`src/rtl/core/jbps_pkg.sv`:
```
`timescale 1ns / 1ps
// -----------------------------------------------------------------------------
// jbps_pkg
// Shared types and constants for the JPEG bit packer with byte stuffing.
// -----------------------------------------------------------------------------
package jbps_pkg;

	// Request codes
	localparam logic [1:0] REQ_WRITE  = 2'd0;
	localparam logic [1:0] REQ_MARKER = 2'd1;
	localparam logic [1:0] REQ_FLUSH  = 2'd2;

	// Field widths
	localparam int CODE_W   = 32;
	localparam int COUNT_W  = 6;
	localparam int BYTE_W   = 8;

	// Largest code length taken; longer counts saturate to it
	localparam int MAX_CODE_BITS = 32;
	localparam int EFF_MAX_BITS  = (MAX_CODE_BITS < CODE_W) ? MAX_CODE_BITS : CODE_W;

	// Bit buffer: one pending byte plus one full code
	localparam int BUF_W = CODE_W + BYTE_W;
	// Fill level of the buffer, 0..BUF_W
	localparam int TOT_W = $clog2(BUF_W + 1);

	// Default depth of the byte queue between front and back
	localparam int QUEUE_DEPTH_DEF = 4;

	localparam logic [BYTE_W-1:0] BYTE_FF = 8'hff;

	// One byte handed from front to back
	typedef struct packed {
		logic [BYTE_W-1:0] data;
		logic              stuff;  // follow a 0xFF with a stuffed zero
		logic              last;   // final byte of its transaction
	} q_entry_t;

endpackage

```
`src/rtl/core/jpeg_bit_packer_stuffing_core.sv`:
```
`timescale 1ns / 1ps
// -----------------------------------------------------------------------------
// jpeg_bit_packer_stuffing_core
// Packs variable-length codes MSB first into a JPEG entropy byte stream,
// stuffs a zero after each 0xFF and passes marker bytes through raw.
//
//   Channel  Handshake              Payload
//   -------  ---------------------  ----------------------------------
//   in       in_valid / in_stall    req_type, code_value, bit_count
//   out      out_valid / out_stall  out_byte, last
//
// A write within the pending byte leaves the input free; one completing
// bytes stalls it while the front queues them, one byte a cycle while the
// queue has room. A flush or marker queues any partial byte, a marker then its
// own byte. The back sends one byte a cycle unless stalled, stuffed zeros too.
// Reset clears the pending bits, the byte queue and the output register.
// A stalled output fills the queue, which then stalls the input.
// -----------------------------------------------------------------------------
module jpeg_bit_packer_stuffing_core #(
	parameter int QUEUE_DEPTH = jbps_pkg::QUEUE_DEPTH_DEF
) (
	input  logic                          clk,
	input  logic                          arst_n,
	input  logic                          in_valid,
	output logic                          in_stall,
	input  logic [1:0]                    req_type,
	input  logic [jbps_pkg::CODE_W-1:0]   code_value,
	input  logic [jbps_pkg::COUNT_W-1:0]  bit_count,
	output logic                          out_valid,
	input  logic                          out_stall,
	output logic [jbps_pkg::BYTE_W-1:0]   out_byte,
	output logic                          last
);
	import jbps_pkg::*;

	logic      push;
	q_entry_t  push_entry;
	logic      q_full;
	logic      pop;
	q_entry_t  pop_entry;
	logic      q_empty;

	// Request intake and bit merging
	jbps_front u_front (
		.clk        (clk),
		.arst_n     (arst_n),
		.in_valid   (in_valid),
		.in_stall   (in_stall),
		.req_type   (req_type),
		.code_value (code_value),
		.bit_count  (bit_count),
		.push       (push),
		.push_entry (push_entry),
		.q_full     (q_full)
	);

	// Byte queue
	jbps_queue #(
		.DEPTH (QUEUE_DEPTH)
	) u_queue (
		.clk        (clk),
		.arst_n     (arst_n),
		.push       (push),
		.push_entry (push_entry),
		.full       (q_full),
		.pop        (pop),
		.pop_entry  (pop_entry),
		.empty      (q_empty)
	);

	// Stuffing and output
	jbps_back u_back (
		.clk       (clk),
		.arst_n    (arst_n),
		.q_empty   (q_empty),
		.q_entry   (pop_entry),
		.pop       (pop),
		.out_valid (out_valid),
		.out_stall (out_stall),
		.out_byte  (out_byte),
		.last      (last)
	);

endmodule

```
`src/rtl/core/jbps_front.sv`:
```
`timescale 1ns / 1ps
// -----------------------------------------------------------------------------
// jbps_front
// Accepts requests, merges code bits into the bit buffer and queues each
// completed byte, plus flushed and marker bytes.
// -----------------------------------------------------------------------------
module jbps_front (
	input  logic                          clk,
	input  logic                          arst_n,
	input  logic                          in_valid,
	output logic                          in_stall,
	input  logic [1:0]                    req_type,
	input  logic [jbps_pkg::CODE_W-1:0]   code_value,
	input  logic [jbps_pkg::COUNT_W-1:0]  bit_count,
	output logic                          push,
	output jbps_pkg::q_entry_t            push_entry,
	input  logic                          q_full
);
	import jbps_pkg::*;

	localparam logic [COUNT_W-1:0] EFF_BITS  = COUNT_W'(EFF_MAX_BITS);
	localparam logic [COUNT_W-1:0] CODE_BITS = COUNT_W'(CODE_W);
	localparam logic [TOT_W-1:0]   TOT_BYTE  = TOT_W'(BYTE_W);

	logic [BUF_W-1:0]   w_q;        // pending bits, MSB aligned, zero below fill
	logic [TOT_W-1:0]   tot_q;      // number of valid bits in w_q
	logic               drain_q;    // push out the partial byte
	logic               mk_q;       // marker byte still to queue
	logic [BYTE_W-1:0]  mk_byte_q;

	logic                busy;
	logic                accept;
	logic                emit_data;
	logic                done;
	logic [TOT_W-1:0]    nt;
	logic [COUNT_W-1:0]  n_sat;
	logic [BUF_W-1:0]    aligned;
	logic [BUF_W-1:0]    ins;

	// Hold off new requests while bytes remain to be queued
	assign busy      = (tot_q > TOT_BYTE) || drain_q || mk_q;
	assign in_stall  = busy;
	assign accept    = in_valid && !busy;

	// Saturate and align the code bits under the pending fill
	assign n_sat   = (bit_count > EFF_BITS) ? EFF_BITS : bit_count;
	assign aligned = {code_value, {BYTE_W{1'b0}}} << (CODE_BITS - n_sat);
	assign ins     = aligned >> tot_q;

	// Byte emission bookkeeping
	assign emit_data = (tot_q > TOT_BYTE) || drain_q;
	assign nt        = (tot_q > TOT_BYTE) ? (tot_q - TOT_BYTE) : '0;
	assign done      = drain_q ? (nt == '0) : (nt <= TOT_BYTE);
	assign push      = !q_full && (emit_data || mk_q);

	always_comb begin
		if (emit_data) begin
			push_entry.data  = w_q[BUF_W-1 -: BYTE_W];
			push_entry.stuff = 1'b1;
			push_entry.last  = done && !mk_q;
		end else begin
			push_entry.data  = mk_byte_q;
			push_entry.stuff = 1'b0;
			push_entry.last  = 1'b1;
		end
	end

	// Advance the buffer on each push, load it on each accepted transaction
	always_ff @(posedge clk or negedge arst_n) begin
		if (!arst_n) begin
			w_q       <= '0;
			tot_q     <= '0;
			drain_q   <= 1'b0;
			mk_q      <= 1'b0;
			mk_byte_q <= '0;
		end else if (push) begin
			if (emit_data) begin
				w_q   <= {w_q[BUF_W-BYTE_W-1:0], {BYTE_W{1'b0}}};
				tot_q <= nt;
				if (done) begin
					drain_q <= 1'b0;
				end
			end else begin
				mk_q <= 1'b0;
			end
		end else if (accept) begin
			case (req_type)
				REQ_WRITE: begin
					if (n_sat != '0) begin
						w_q   <= w_q | ins;
						tot_q <= tot_q + TOT_W'(n_sat);
					end
				end
				REQ_MARKER: begin
					drain_q   <= (tot_q != '0);
					mk_q      <= 1'b1;
					mk_byte_q <= code_value[BYTE_W-1:0];
				end
				REQ_FLUSH: begin
					drain_q <= (tot_q != '0);
				end
				default: begin
				end
			endcase
		end
	end

endmodule

```
`src/rtl/core/jbps_queue.sv`:
```
`timescale 1ns / 1ps
// -----------------------------------------------------------------------------
// jbps_queue
// Small register FIFO of byte entries between front and back.
// -----------------------------------------------------------------------------
module jbps_queue #(
	parameter int DEPTH = jbps_pkg::QUEUE_DEPTH_DEF
) (
	input  logic                clk,
	input  logic                arst_n,
	input  logic                push,
	input  jbps_pkg::q_entry_t  push_entry,
	output logic                full,
	input  logic                pop,
	output jbps_pkg::q_entry_t  pop_entry,
	output logic                empty
);
	import jbps_pkg::*;

	localparam int PTR_W = (DEPTH > 1) ? $clog2(DEPTH) : 1;
	localparam int CNT_W = $clog2(DEPTH + 1);
	localparam logic [PTR_W-1:0] PTR_LAST = PTR_W'(DEPTH - 1);
	localparam logic [CNT_W-1:0] CNT_FULL = CNT_W'(DEPTH);

	q_entry_t          mem_q [DEPTH];
	logic [PTR_W-1:0]  wr_ptr_q;
	logic [PTR_W-1:0]  rd_ptr_q;
	logic [CNT_W-1:0]  cnt_q;

	logic do_push;
	logic do_pop;

	assign full      = (cnt_q == CNT_FULL);
	assign empty     = (cnt_q == '0);
	assign do_push   = push && !full;
	assign do_pop    = pop && !empty;
	assign pop_entry = mem_q[rd_ptr_q];

	// Store entries
	always_ff @(posedge clk) begin
		if (do_push) begin
			mem_q[wr_ptr_q] <= push_entry;
		end
	end

	// Advance pointers and count
	always_ff @(posedge clk or negedge arst_n) begin
		if (!arst_n) begin
			wr_ptr_q <= '0;
			rd_ptr_q <= '0;
			cnt_q    <= '0;
		end else begin
			if (do_push) begin
				wr_ptr_q <= (wr_ptr_q == PTR_LAST) ? '0 : wr_ptr_q + 1'b1;
			end
			if (do_pop) begin
				rd_ptr_q <= (rd_ptr_q == PTR_LAST) ? '0 : rd_ptr_q + 1'b1;
			end
			if (do_push && !do_pop) begin
				cnt_q <= cnt_q + 1'b1;
			end else if (do_pop && !do_push) begin
				cnt_q <= cnt_q - 1'b1;
			end
		end
	end

endmodule

```
`src/rtl/core/jbps_back.sv`:
```
`timescale 1ns / 1ps
// -----------------------------------------------------------------------------
// jbps_back
// Drains queued bytes to the output register, inserting a zero after each
// stuffable 0xFF and placing the last flag on the final byte.
// -----------------------------------------------------------------------------
module jbps_back (
	input  logic                          clk,
	input  logic                          arst_n,
	input  logic                          q_empty,
	input  jbps_pkg::q_entry_t            q_entry,
	output logic                          pop,
	output logic                          out_valid,
	input  logic                          out_stall,
	output logic [jbps_pkg::BYTE_W-1:0]   out_byte,
	output logic                          last
);
	import jbps_pkg::*;

	logic               out_valid_q;
	logic [BYTE_W-1:0]  out_byte_q;
	logic               last_q;
	logic               zero_q;       // stuffed zero still to send
	logic               zero_last_q;

	logic load;
	logic needs_stuff;

	assign out_valid   = out_valid_q;
	assign out_byte    = out_byte_q;
	assign last        = last_q;

	assign load        = !out_valid_q || !out_stall;
	assign pop         = load && !zero_q && !q_empty;
	assign needs_stuff = q_entry.stuff && (q_entry.data == BYTE_FF);

	// Refill the output register from the stuffed zero or the queue
	always_ff @(posedge clk or negedge arst_n) begin
		if (!arst_n) begin
			out_valid_q <= 1'b0;
			out_byte_q  <= '0;
			last_q      <= 1'b0;
			zero_q      <= 1'b0;
			zero_last_q <= 1'b0;
		end else if (load) begin
			if (zero_q) begin
				out_valid_q <= 1'b1;
				out_byte_q  <= '0;
				last_q      <= zero_last_q;
				zero_q      <= 1'b0;
			end else if (!q_empty) begin
				out_valid_q <= 1'b1;
				out_byte_q  <= q_entry.data;
				last_q      <= q_entry.last && !needs_stuff;
				zero_q      <= needs_stuff;
				zero_last_q <= q_entry.last;
			end else begin
				out_valid_q <= 1'b0;
			end
		end
	end

endmodule

```
`config.mk`:
```
export PLATFORM = sky130hd
export DESIGN_NAME = jpeg_bit_packer_stuffing_core
export DESIGN_NICKNAME = d
export VERILOG_FILES = /design/src/rtl/core/jbps_pkg.sv /design/src/rtl/core/jpeg_bit_packer_stuffing_core.sv /design/src/rtl/core/jbps_front.sv /design/src/rtl/core/jbps_queue.sv /design/src/rtl/core/jbps_back.sv
export SDC_FILE = /design/constraint.sdc
export NUM_CORES = 1
export LEC_CHECK = 0
export BUFFER_PORTS_ARGS = -buffer_cell sky130_fd_sc_hd__buf_2
export CORE_ASPECT_RATIO = 1.75
export CORE_MARGIN = 4
export CORE_UTILIZATION = 40
export CTS_BUF_LIST = sky130_fd_sc_hd__clkbuf_16
export DETAILED_ROUTE_END_ITERATION = 8
export GPL_TIMING_DRIVEN = 0
export PLACE_DENSITY_LB_ADDON = 0.08
export SLEW_MARGIN = 20
export SYNTH_ARGS = -nofsm -noshare
export SYNTH_HDL_FRONTEND = slang
export SYNTH_SLANG_ARGS = --single-unit
```
`constraint.sdc`:
```
create_clock -name clk -period 5.55 [get_ports clk]
set_input_delay 0.2775 -clock clk [delete_from_list [all_inputs] [get_ports clk]]
set_output_delay 0.2775 -clock clk [all_outputs]
set_load 0.01 [all_outputs]
```
==> impl_metrics.yaml, run 1 <==
synthesis:
  synth_ff_type: "dfrtp_1"
  yosys.area.top_type: "dfrtp_1"
  synthMuxAreaShare_pct: 21.4
  ys_seq_area_share_pct: 30.8
  synth_common_cells: "nand2_1 (104), nor2_1 (99), dfrtp_1 (75)"
  synthAdderAreaFrac_pct: 2.28
  synth_edf_count: 40
  ys_seq_elements: 115
  synthXorXnorAreaFrac_pct: 0.702
  syn_nets: 1144
  async_flop_share_pct: 65.2
  synth_simple_gate_area_share_pct: 16.7
  yosysWarningCount: 0
  synth.avg_cell_area_sq_um: 9.21
  synth.distinct_cells: 87
  netlist_instances: 1083
  synth_top_family_by_area: "compound AO/OA/AOI/OAI gates"
  synth_top_area_share_pct: 18.8
  yosysMostFrequentCell: "nand2_1"
  synth-compound-area-share_pct: 23.2
  synth_area_leaders: "dfrtp_1 (19%), edfxtp_1 (12%), mux4_2 (8.8%)"
  syn_area_sq_mm: 0.00998
floorplan:
  die_w_um: 127
  die_y_um: 217
  rows: 76
  ios: 55
  core_sq_mm: 0.0246
  floorplan.initialDensity_pct: 40.5
  die_area_sq_mm: 0.0276
setup_path:
  startpoint_type: "input pin"
  cp.required_ns: 5.88
  reg2reg_slack_ns: 0.99
  cp-startpoint: "bit_count[0]"
  r2r_cells: 14
  cp-end-kind: "flop"
  critPathCapture: "u_front.w_q[14]"
  worst_r2r_startpoint: "u_front.tot_q[4]"
  r2r-end: "u_queue.cnt_q[1]"
  path_class: "in2reg"
  worstPathMaxFanout: 10
  worstPathArrival_ns: 6.08
timing:
  fin_crit_sh_pct: 104
  worst_slack_ns: -0.199
  skew_ns: 0.00714
  rsz0062_at_grt: "no"
  drv_slew: 0
  hold_viol_final: 0
  min_period_ns: 5.75
  worst_pin_slew_ns: 1.14
  fmax_mhz: 174
  setup_viol: 1
  slew_headroom_pct: 21.8
route:
  drtAntennaViolNets: 0
  wire_per_inst_um: 31.4
  drc_errors: 0
  drtPass1Iterations: 5
  routed_via_density: 6.71
  first_iter_violations: 735
  wl_um: 46600
  routed-via-count: 9963
outcome:
  outcome: "finished with violations"
  violations: "setup timing"
flow_run:
  drv_cap: 0
clock_tree:
  htreeDepth: 4
  numCtsBuffers: 17
  cts_buffer_depth: 2
  cts_tree: "done"
  clk_latency_ns: 0.42
  cts_root_buf: "clkbuf_16"
  cts_sinks: 115
  path_clk_slew_ns: 0.05
grt:
  track_usage_pct: 33.7
  grt_max_degree: 39
  grt_pass1_vias: 10300
  gr-total-overflow: 0
  grt_pass1_wl_um: 68200
  antenna_found_initial: 0
worst_hold_path:
  min_path_type: "in2reg"
placement:
  postPlaceCellArea_sq_mm: 0.0107
  dpl.hpwl_um: 37400
  dp.cells: 1450
  gp_congestion: 1.06
  port_buffers: 53
  place_ws_ns: -0.861
finish:
  fin_nets: 1220
  area_delta_synth_final_pct: 13.7
  fin_area_sq_mm: 0.0113
  fillerInstances: 2497
  diodes: 0
  final_util_pct: 46.1
  finalNonFillerCells: 1484
  drive_above_1_share_pct: 20.6
power:
  peakVddDrop_v: 0.000200
  power_leakage_nw: 4.56
  power.density_mw_per_mm2: 605
-- cell families after synthesis --
| group | Yosys count |
|---|---|
| multiplexers | 158 |
| AO/OA/AOI/OAI | 327 |
| AND/OR/NAND/NOR | 347 |
| XOR/XNOR | 8 |
| flip-flops | 115 |
| buffers and inverters | 111 |
| adder cells (fa/ha/maj) | 17 |
-- registers in the layout, summed over array words and instances, names as in the netlist, 2 cells and up --
register,flops
u_back.out_byte,8
u_queue.rd_ptr_q,2
u_queue.cnt_q,3
u_queue.wr_ptr_q,2
u_queue.mem_q,40
u_front.tot_q,6
u_front.w_q,40
u_front.mk_byte_q,8
-- stage by stage --
| stage | hold slack (ns) | total power [mW] | setup TNS (ns) |
|---|---|---|---|
| floorplan | -0.0181 | 4.21 | 0 |
| global placement | 0.463 | 5.61 | -17.81 |
| detailed placement | 0.287 | 5.64 | -11.95 |
| CTS | 0.126 | 6.76 | 0 |
| global route | 0.137 | 7.22 | 0 |
| finish | 0.132 | 6.86 | -0.199 |
-- layout make-up --
cell class,count,area [sq um],area share [%]
plain buffers,84,397,3.50
clock buffers,17,425,3.75
clock inverters,15,168,1.48
inverters,27,101,0.894
multi-input cells,857,6470,57.1
flip-flops and latches,115,3080,27.1
well taps,312,390,3.44
repair buffers,57,310,2.74
-- cell usage in the layout, fill, tap and decap left out, types with 23 or more instances in the layout --
cell type  count
nand3_1       23
a21oi_1       60
nor2_1        99
inv_1         25
mux4_2        39
clkbuf_1      44
o21ai_0       54
mux2_2        46
mux2i_1       71
dfrtp_1       75
buf_2         78
nand2_1      104
edfxtp_1      40
nor3_1        40
-- worst max-delay path, stage by stage --
cell and delay [ns]:
buf_2 0.13, buf_6 0.14, nor2b_1 0.13, buf_2 0.16, inv_2 0.20, buf_2 0.35
ha_1 0.28, buf_2 0.17, buf_2 0.24, nand2b_1 0.32, mux2i_1 0.95, nand3_1 0.26
a21oi_1 0.59, o21ai_0 0.31, nand2_1 0.24, a22oi_1 0.15, a211oi_1 0.80, a211oi_1 0.11
o31ai_1 0.22
-- power breakdown --
group / internal [mW] / switching (mW)
sequential: 1.38 / 0.245
combinational: 1.41 / 2.73
clock: 0.702 / 0.406
total: 3.49 / 3.38
-- repair_timing --
action / in CTS / in global routing
gates resized for setup: 4 / 5
pin swaps: 0 / 1
buffers inserted: 0 / 1
hold buffers: 1 / 0
hold endpoints to repair: 37 / 0
setup endpoints to repair: 12 / 5
-- routing by layer --
metal | vias up | part of all wire (%) | track usage [%]
met5 | - | 0 | 0
met4 | 0 | 12 | 31.5
met3 | 251 | 4.8 | 6.04
met2 | 510 | 53 | 62.2
met1 | 4847 | 30 | 29.8
li1 | 4355 | - | -
-- how the worst min path moves through the flow --
stage	startpoint	endpoint	slack, ns	cells past startpoint
detailed placement	arst_n	u_back.out_byte[5]	0.29	1
floorplan	arst_n	u_back.last	-0.02	0
finish	out_stall	u_back.zero_q	0.13	2
CTS	out_stall	u_back.zero_q	0.13	2
global placement	u_back.last	u_back.last	0.46	2
global route	out_stall	u_back.zero_q	0.14	2
(Power assumes the default switching activity.)
==> inputs of run 2 (changes only) <==
Settings changed: CORE_MARGIN 4 to 2.
==> impl_metrics.yaml, run 2 (synthesized netlist as in run 1, its figures left out) <==
clock_tree:
  clk_latency_ns: 0.43
  path_clk_slew_ns: 0.06
  htreeDepth: 4
  cts_root_buf: "clkbuf_16"
  cts_sinks: 115
  cts_tree: "done"
  cts_buffer_depth: 2
  numCtsBuffers: 17
finish:
  fillerInstances: 2439
  final_common_cell: "nand2_1"
  area_delta_synth_final_pct: 13.9
  fin_nets: 1221
  layout_common_cells: "nand2_1 (104), nor2_1 (99), buf_2 (78), dfrtp_1 (75), mux2i_1 (70)"
  fin_area_sq_mm: 0.0114
  final_util_pct: 46.3
  largestRegisters: "u_front.w_q x40, u_queue.mem_q x40"
  drive_above_1_share_pct: 20.8
power:
  seqPwrFrac_pct: 23.6
  peakVddDrop_v: 0.000218
  power_leakage_nw: 4.56
  cellInternalPower_mw: 3.49
  p_sw_share_pct: 49.6
  power.share.clock_pct: 16.0
  combPwrFrac_pct: 60.5
  p_switching_mw: 3.43
  power.density_mw_per_mm2: 609
route:
  routed-via-count: 9898
  wire_per_inst_um: 32.2
  first_iter_violations: 680
  routed_via_density: 6.66
  drtPass1Iterations: 5
  drc_errors: 0
  wl_um: 47800
  drtAntennaViolNets: 0
timing:
  worst_pin_slew_ns: 1.16
  fmax_mhz: 185
  skew_ns: 0.00683
  slew_headroom_pct: 22.0
  setup_viol: 0
  fin_crit_sh_pct: 97.5
  min_period_ns: 5.41
  hold_viol_final: 0
  finalSetupTns_ns: 0
  worst_slack_ns: 0.138
  rsz0062_at_grt: "no"
  drv_slew: 0
setup_path:
  cp-end-kind: "flop"
  worstPathArrival_ns: 5.72
  slowest_delay_ns: 0.54
  cp.required_ns: 5.86
  startpoint_type: "input pin"
  crit_buf_inv: 8
  worstPathMaxFanout: 10
  slowest_stage: "o31ai_1"
  crit_family: "compound AO/OA/AOI/OAI gates"
  crit_path_frequent_cell: "buf_2"
  path_class: "in2reg"
  crit_chain: "buf_2, buf_2, nor2b_1, buf_2, inv_2, buf_2, ha_1, buf_2, buf_2, clkbuf_4, mux2i_2, mux2i_2, mux2i_1, o32ai_1, o31ai_1, a21oi_1, a22o_1, a21oi_1, o211ai_1, a221o_1"
floorplan:
  core_sq_mm: 0.0245
  die_area_sq_mm: 0.0263
  die_y_um: 213
  rows: 76
  ios: 55
  die_w_um: 123
  floorplan.initialDensity_pct: 40.7
placement:
  place_ws_ns: -0.870
  port_buffers: 53
  postPlaceCellArea_sq_mm: 0.0107
  dpl.hpwl_um: 39000
  gp_congestion: 1.03
grt:
  grt_pass1_wl_um: 69300
  grt_max_degree: 49
  track_usage_pct: 37.4
  antenna_found_initial: 0
  gr-total-overflow: 0
  grt_pass1_vias: 10300
worst_hold_path:
  min_path_type: "in2reg"
flow_run:
  drv_cap: 0
outcome:
  outcome: "finished clean"
==> run 2: per-layer routing <==
metal / vias to the layer above / part of all wire [%] / GRT usage (%) / wire length [um]
met2: 499 / 53 / 68.5 / 25300
met3: 264 / 4.3 / 5.90 / 2040
met4: 0 / 13 / 38.8 / 6100
met5: - / 0 / 0 / 0
li1: 4360 / - / - / -
met1: 4775 / 30 / 32.2 / 14400
==> run 2: layout make-up <==
cell class	instances	area, sq um	area share [%]
multi-input cells	857	6480	57.0
flip-flops and latches	115	3080	27.1
clock buffers	17	425	3.74
plain buffers	84	397	3.49
well taps	312	390	3.43
repair buffers	58	325	2.86
clock inverters	15	168	1.47
inverters	27	101	0.891
diodes	1	2.50	0.0220
==> run 2: what timing repair did <==
item                       in CTS  in global routing
setup endpoints to repair      16                 26
hold endpoints to repair       27                  0
buffers inserted                0                  0
resized for setup               2                 10
hold buffers                    1                  0
==> run 2: path summary, 6_finish.rpt <==
check	from	to	slack, ns	cells past startpoint
max	bit_count[5]	u_front.w_q[22]	0.14	20
min	out_stall	u_back.zero_q	0.13	2
max reg2reg	u_front.tot_q[4]	u_queue.cnt_q[1]	0.84	14
min reg2reg	u_back.last	u_back.last	0.48	2
max in group asynchronous	arst_n	u_queue.wr_ptr_q[1]	4.61	3
min in group asynchronous	arst_n	u_front.mk_byte_q[5]	0.34	2
==> run 2: power groups by stage <==
stage                     sequential (mW)  combinational (mW)  clock [mW]
final                                1.63                4.19        1.11
after global routing                 1.67                4.46        1.15
after CTS                            1.63                4.08        1.11
after detailed placement             1.64                4.06           0
after global placement               1.63                4.05           0
after floorplan                      1.54                2.66           0
==> run 2: through the flow <==
stage                     hold slack, ns  power [mW]  std cells
after CTS                          0.113        6.82       1485
after floorplan                  -0.0181        4.21       1083
after global routing               0.120        7.29       1485
after global placement             0.464        5.68       1448
after detailed placement           0.244        5.70       1452
final                              0.128        6.92       1486
